==> src/sv/assert_macros.svh <==
// ----------------------------------------------------------------------------
// assert_macros
// concurrent assertion helpers, empty when synthesizing
// ----------------------------------------------------------------------------
`ifndef ASSERT_MACROS_SVH
`define ASSERT_MACROS_SVH

`ifndef SYNTHESIS

`define ASSERT_AT(label, clk, rst_n, prop) \
	label: assert property (@(posedge clk) disable iff (!rst_n) prop) \
	else $error("assertion failed");

`define ASSERT_NEVER(label, clk, rst_n, expr) \
	label: assert property (@(posedge clk) disable iff (!rst_n) !(expr)) \
	else $error("forbidden condition");

`else

`define ASSERT_AT(label, clk, rst_n, prop)

`define ASSERT_NEVER(label, clk, rst_n, expr)

`endif

`endif

==> src/sv/ccp_pkg.sv <==
// ----------------------------------------------------------------------------
// ccp_pkg
// shared types and constants of the coverage pileup unit
// ----------------------------------------------------------------------------
package ccp_pkg;

	localparam int REF_DEPTH_DEF         = 65536;
	localparam int COVERAGE_WIDTH_DEF    = 24;
	localparam int QUALITY_SUM_WIDTH_DEF = 40;

	localparam int POS_W    = 17;
	localparam int LEN_W    = 16;
	localparam int QSQ_W    = 16;
	localparam int OUT_COV_W = 24;
	localparam int OUT_QS_W  = 40;

	localparam logic [POS_W-1:0] POS_MAX = '1;

	localparam int S_TDATA_W  = 64;
	localparam int S_TUSER_W  = 2;
	localparam int M_TDATA_W  = 88;
	localparam int APB_ADDR_W = 3;
	localparam int APB_DATA_W = 32;

	localparam logic REG_REF_LENGTH = 1'b0;

	typedef enum logic [1:0] {
		OP_START = 2'd0,
		OP_CIGAR = 2'd1,
		OP_READ  = 2'd2,
		OP_CLEAR = 2'd3
	} op_t;

	typedef enum logic [1:0] {
		KIND_MATCH  = 2'd0,
		KIND_INSERT = 2'd1,
		KIND_DELETE = 2'd2,
		KIND_OTHER  = 2'd3
	} kind_t;

	typedef struct packed {
		op_t              op;
		logic [15:0]      start_position;
		logic             is_mapped;
		logic [7:0]       map_quality;
		kind_t            cigar_kind;
		logic [LEN_W-1:0] cigar_length;
		logic [15:0]      read_index;
	} item_t;

	typedef struct packed {
		logic                 accepted;
		logic [OUT_COV_W-1:0] coverage_value;
		logic [OUT_QS_W-1:0]  quality_sum_value;
		logic [POS_W-1:0]     uncovered_total;
		logic                 out_of_range;
	} result_t;

	typedef struct packed {
		logic load_item;
		logic start;
		logic skip;
		logic mem_rd;
		logic base_skip;
		logic base_update;
		logic read_issue;
		logic clear_write;
		logic clear_done;
		logic load_result;
	} cmd_t;

	typedef struct packed {
		op_t   op;
		kind_t kind;
		logic  active;
		logic  len_zero;
		logic  pos_in_range;
		logic  clr_last;
	} status_t;

endpackage

==> src/sv/ccp_ctrl.sv <==
// ----------------------------------------------------------------------------
// ccp_ctrl
// sequencer for request decode, base walk, store sweep and result handoff
// ----------------------------------------------------------------------------
`include "assert_macros.svh"

module ccp_ctrl
	import ccp_pkg::*;
(
	input  logic    clk,
	input  logic    arst_n,
	input  logic    s_tvalid,
	output logic    s_tready,
	output logic    m_tvalid,
	input  logic    m_tready,
	input  status_t sts,
	output cmd_t    cmd
);

	typedef enum logic [2:0] {
		ST_BOOT_CLEAR,
		ST_IDLE,
		ST_DECODE,
		ST_MATCH,
		ST_MATCH_WR,
		ST_OP_CLEAR,
		ST_FINISH
	} state_t;

	state_t state_q, state_d;
	logic   out_valid_q;

	assign s_tready = (state_q == ST_IDLE);
	assign m_tvalid = out_valid_q;

	always_comb begin
		cmd     = '0;
		state_d = state_q;
		unique case (state_q)
			ST_BOOT_CLEAR: begin
				cmd.clear_write = 1'b1;
				if (sts.clr_last) begin
					state_d = ST_IDLE;
				end
			end
			ST_IDLE: begin
				if (s_tvalid) begin
					cmd.load_item = 1'b1;
					state_d       = ST_DECODE;
				end
			end
			ST_DECODE: begin
				unique case (sts.op)
					OP_START: begin
						cmd.start = 1'b1;
						state_d   = ST_FINISH;
					end
					OP_CIGAR: begin
						if (sts.active && sts.kind == KIND_MATCH) begin
							state_d = ST_MATCH;
						end else begin
							cmd.skip = sts.active && sts.kind == KIND_DELETE;
							state_d  = ST_FINISH;
						end
					end
					OP_READ: begin
						cmd.read_issue = 1'b1;
						state_d        = ST_FINISH;
					end
					OP_CLEAR: begin
						state_d = ST_OP_CLEAR;
					end
					default: begin
						state_d = ST_FINISH;
					end
				endcase
			end
			ST_MATCH: begin
				if (sts.len_zero) begin
					state_d = ST_FINISH;
				end else if (sts.pos_in_range) begin
					cmd.mem_rd = 1'b1;
					state_d    = ST_MATCH_WR;
				end else begin
					cmd.base_skip = 1'b1;
				end
			end
			ST_MATCH_WR: begin
				cmd.base_update = 1'b1;
				state_d         = ST_MATCH;
			end
			ST_OP_CLEAR: begin
				cmd.clear_write = 1'b1;
				if (sts.clr_last) begin
					cmd.clear_done = 1'b1;
					state_d        = ST_FINISH;
				end
			end
			ST_FINISH: begin
				if (!out_valid_q || m_tready) begin
					cmd.load_result = 1'b1;
					state_d         = ST_IDLE;
				end
			end
			default: begin
				state_d = ST_IDLE;
			end
		endcase
	end

	always_ff @(posedge clk or negedge arst_n) begin
		if (!arst_n) begin
			state_q     <= ST_BOOT_CLEAR;
			out_valid_q <= 1'b0;
		end else begin
			state_q <= state_d;
			if (cmd.load_result) begin
				out_valid_q <= 1'b1;
			end else if (m_tready) begin
				out_valid_q <= 1'b0;
			end
		end
	end

	`ASSERT_AT(a_one_request_at_a_time, clk, arst_n, (s_tvalid && s_tready) |=> !s_tready)
	`ASSERT_AT(a_write_follows_read, clk, arst_n, (state_q == ST_MATCH_WR) |-> $past(cmd.mem_rd))
	`ASSERT_NEVER(a_no_result_overwrite, clk, arst_n, cmd.load_result && out_valid_q && !m_tready)

endmodule

==> config.mk <==
export PLATFORM = sky130hd
export DESIGN_NAME = ccp_ctrl
export DESIGN_NICKNAME = d
export VERILOG_FILES = /design/src/sv/ccp_pkg.sv /design/src/sv/ccp_ctrl.sv
export VERILOG_INCLUDE_DIRS = /design/src /design/src/sv
export SDC_FILE = /design/constraint.sdc
export NUM_CORES = 1
export LEC_CHECK = 0
export BUFFER_PORTS_ARGS = -buffer_cell sky130_fd_sc_hd__buf_2
export CORE_AREA = 2 2 39 41
export DETAILED_ROUTE_END_ITERATION = 7
export DIE_AREA = 0 0 41 43
export PLACE_DENSITY = 0.67
export SLEW_MARGIN = 20
export SYNTH_ARGS = -nofsm -noshare
export SYNTH_HDL_FRONTEND = slang
export SYNTH_SLANG_ARGS = --single-unit
==> constraint.sdc <==
create_clock -name clk -period 2.8 [get_ports clk]
set_input_delay 0 -clock clk [delete_from_list [all_inputs] [get_ports clk]]
set_output_delay 0 -clock clk [all_outputs]
set_load 0.02 [all_outputs]
==> key figures <==
Worst hold path
  – Hold Crit Class: input pin to flop
  – Worst min-delay path startpoint: m_tready

Drt
  – 1st-pass router iterations: 4
  – DR DRC count: 0
  – Wire length per cell: 10.5 um
  – Final wirelength: 901 um
  – Final ANT Viol Nets: 0
  – Detailed Route Iter0 Violations: 6
  – Via count: 422
  – Number of vias per cell: 4.91

Floorplan
  – Die span in y: between 40 and 50 um
  – Num ports: 24
  – Core area: roughly 1400 sq um
  – Std cell rows: 14
  – DIE WIDTH: 41 um
  – Starting Density: 0.286
  – Die area: between 1500 and 2000 sq um

STA
  – Final worst path period share: 0.593
  – Final min period: 1.66 ns
  – Clock Skew: 0.00912 ns
  – Fin Hold WS: 0.0887 ns
  – Final setup TNS: 0 ns
  – Final hold violations: 0
  – Finish-stage setup viols: 0
  – RSZ-0062 raised after global routing: false
  – Slew HR: 0.722
  – Slew @ Worst Pin: 0.417 ns
  – Max Fclk: between 600 and 700 MHz
  – Fin. max-slew vios: 0

Clock network
  – Root Buffer: clkbuf_4
  – CTS Buf Count: 3
  – Clk buf depth: 2
  – Latest clock arrival within the worst-skew pair: 0.24 ns
  – Number of gates resized after cts: 0
  – CTS Hold Bufs: 1
  – CTS H-tree lvls: 1
  – CTS clock-pin slew for the worst setup and hold paths: 0.04 ns
  – Total clock sinks: 4
  – Setup bufs post-CTS: 0
  – CTS tree: yes

Setup path
  – Critical path type: flop to flop
  – CP arrival: approximately 1.8 ns
  – Critical path fanouts, max: 14
  – R2R setup slack: 1.14 ns
  – Setup crit start: state_q[0]$_DFFE_PN0P_
  – Crit path launch type: flop
  – Reg-to-reg startpoint: state_q[0]$_DFFE_PN0P_
  – Worst path required time: slightly below 3 ns
  – Worst setup EP type: flop

GRT
  – First-pass GRT wire length: 1460 um
  – Vias in the first global route: between 300 and 400
  – Largest net degree at the start of global routing: 15
  – Gr ovfl total: 0
  – Initial antenna violation count: 0
  – Tot GR Track Use: 0.121

Pwr
  – Comb power frac: 0.592
  – Seq pwr share: 0.281
  – Leakage: about 0.29 nW
  – Worst vdd ir: 0.310 mV
  – P_sw: 0.257 mW
  – PwrDens: 1030 nW/um^2
  – Clk pwr share: 0.127
  – Total power: 0.561 mW
  – Sw Share: 0.459
  – Power Internal: 0.304 mW

Placed design
  – Hpwl dp: 691 um
  – Port Buffers: 23
  – Placer Congestion: ~0.7

Synth
  – Synthesized instance count: 46
  – Seq/Total Area, Yosys: 0.253
  – Ys Warns: 0
  – Yosys cell types: 26
  – Syn_nets: between 50 and 60
  – Flops & latches, synth: 4
  – Syn avg cell area: approximately 8.6 sq um
  – Synthesized area: about 400 sq um

Finish
  – Nets: 84
  – Layout area overhead: 37.3%
  – Diode count: 0
  – Fin util: 0.392
  – Fraction of layout cells with a size suffix above 1: 0.429
  – Most frequent cells in the layout: buf_2 (23), nor2_1 (6), nand2b_1 (5)
  – Most common cell after layout, fill and taps aside: buf_2

Outcome
  – Status: complete, no violations

Run
  – Total of max-cap violations: 0
==> state kept, by name (all words and copies together) (netlist names) <==
register,cells
state_q,3
m_tvalid,1
==> worst max-delay path, stage by stage, from the launching register on <==
cell and delay, ns:
dfrtp_1 0.52, and2b_1 0.26, a31oi_1 0.19, o221a_2 0.27, mux2_4 0.30
==> Yosys cell counts (all sizes together) <==
cell type  number  share of area
a211o           1          0.022
buf             3          0.051
and4bb          1          0.032
nor4            1          0.016
and3            1          0.016
nor2            6          0.057
a31oi           1          0.016
a21boi          1          0.019
mux2            2          0.076
and2b           1          0.019
nand3b          2          0.038
nor2b           1          0.016
inv             1         0.0095
nand2b          5          0.079
o21ai           2          0.025
and2            1          0.016
nor3            1          0.013
nor4b           1          0.038
a22o            1          0.022
o31a            1          0.022
o221a           1          0.028
xor2            1          0.022
nand2           2          0.019
dfrtp           4           0.25
nor3b           4          0.076
==> layer usage <==
metal / wire (um) / part of all wire / track usage
met1: 417 / 0.46 / 0.146
met3: 77 / 0.085 / 0.0471
met4: 0 / 0 / 0.0600
met2: 406 / 0.45 / 0.178
met5: 0 / 0 / 0
==> cells by family (layout without fill, tap and decap cells) <==
| group | Yosys count | count (layout) | share of synthesized area |
|---|---|---|---|
| buffers and inverters | 4 | 28 | 0.0601 |
| AO/OA/AOI/OAI | 8 | 8 | 0.155 |
| flip-flops | 4 | 4 | 0.253 |
| XOR/XNOR | 1 | 1 | 0.0222 |
| AND/OR/NAND/NOR | 27 | 27 | 0.434 |
| multiplexers | 2 | 2 | 0.0760 |
==> path summary, 6_finish.rpt <==
kind                                     endpoint  cells past startpoint
setup / recovery           state_q[1]$_DFFE_PN0P_                      4
hold / removal               m_tvalid$_DFFE_PN0P_                      3
setup reg to reg           state_q[1]$_DFFE_PN0P_                      4
hold reg to reg              m_tvalid$_DFFE_PN0P_                      2
max in group asynchronous  state_q[0]$_DFFE_PN0P_                      2
min in group asynchronous    m_tvalid$_DFFE_PN0P_                      2
==> power by group through the flow <==
stage,clock network (mW),registers [mW],logic [mW]
after CTS,0.0730,0.157,0.336
after global routing,0.0772,0.169,0.367
final,0.0712,0.158,0.332
after global placement,0,0.156,0.329
after detailed placement,0,0.158,0.334
after floorplan,0,0.108,0.320
==> stage by stage <==
stage	area, sq um	cells	setup WS [ns]
floorplan	395	46	1.41
global placement	510	82	1.19
detailed placement	510	82	1.15
CTS	543	86	1.14
global route	543	86	1.03
finish	543	86	1.14
==> layout make-up <==
type / instances / area, sq um
clock buffer: 3 / 22.5
fill: 150 / 841
inverter: 1 / 3.75
multi-input combinational: 38 / 272
sequential: 4 / 100
tap: 16 / 20.0
timing repair buffer: 24 / 125
No activity file was read; power rests on OpenSTA's default activity.
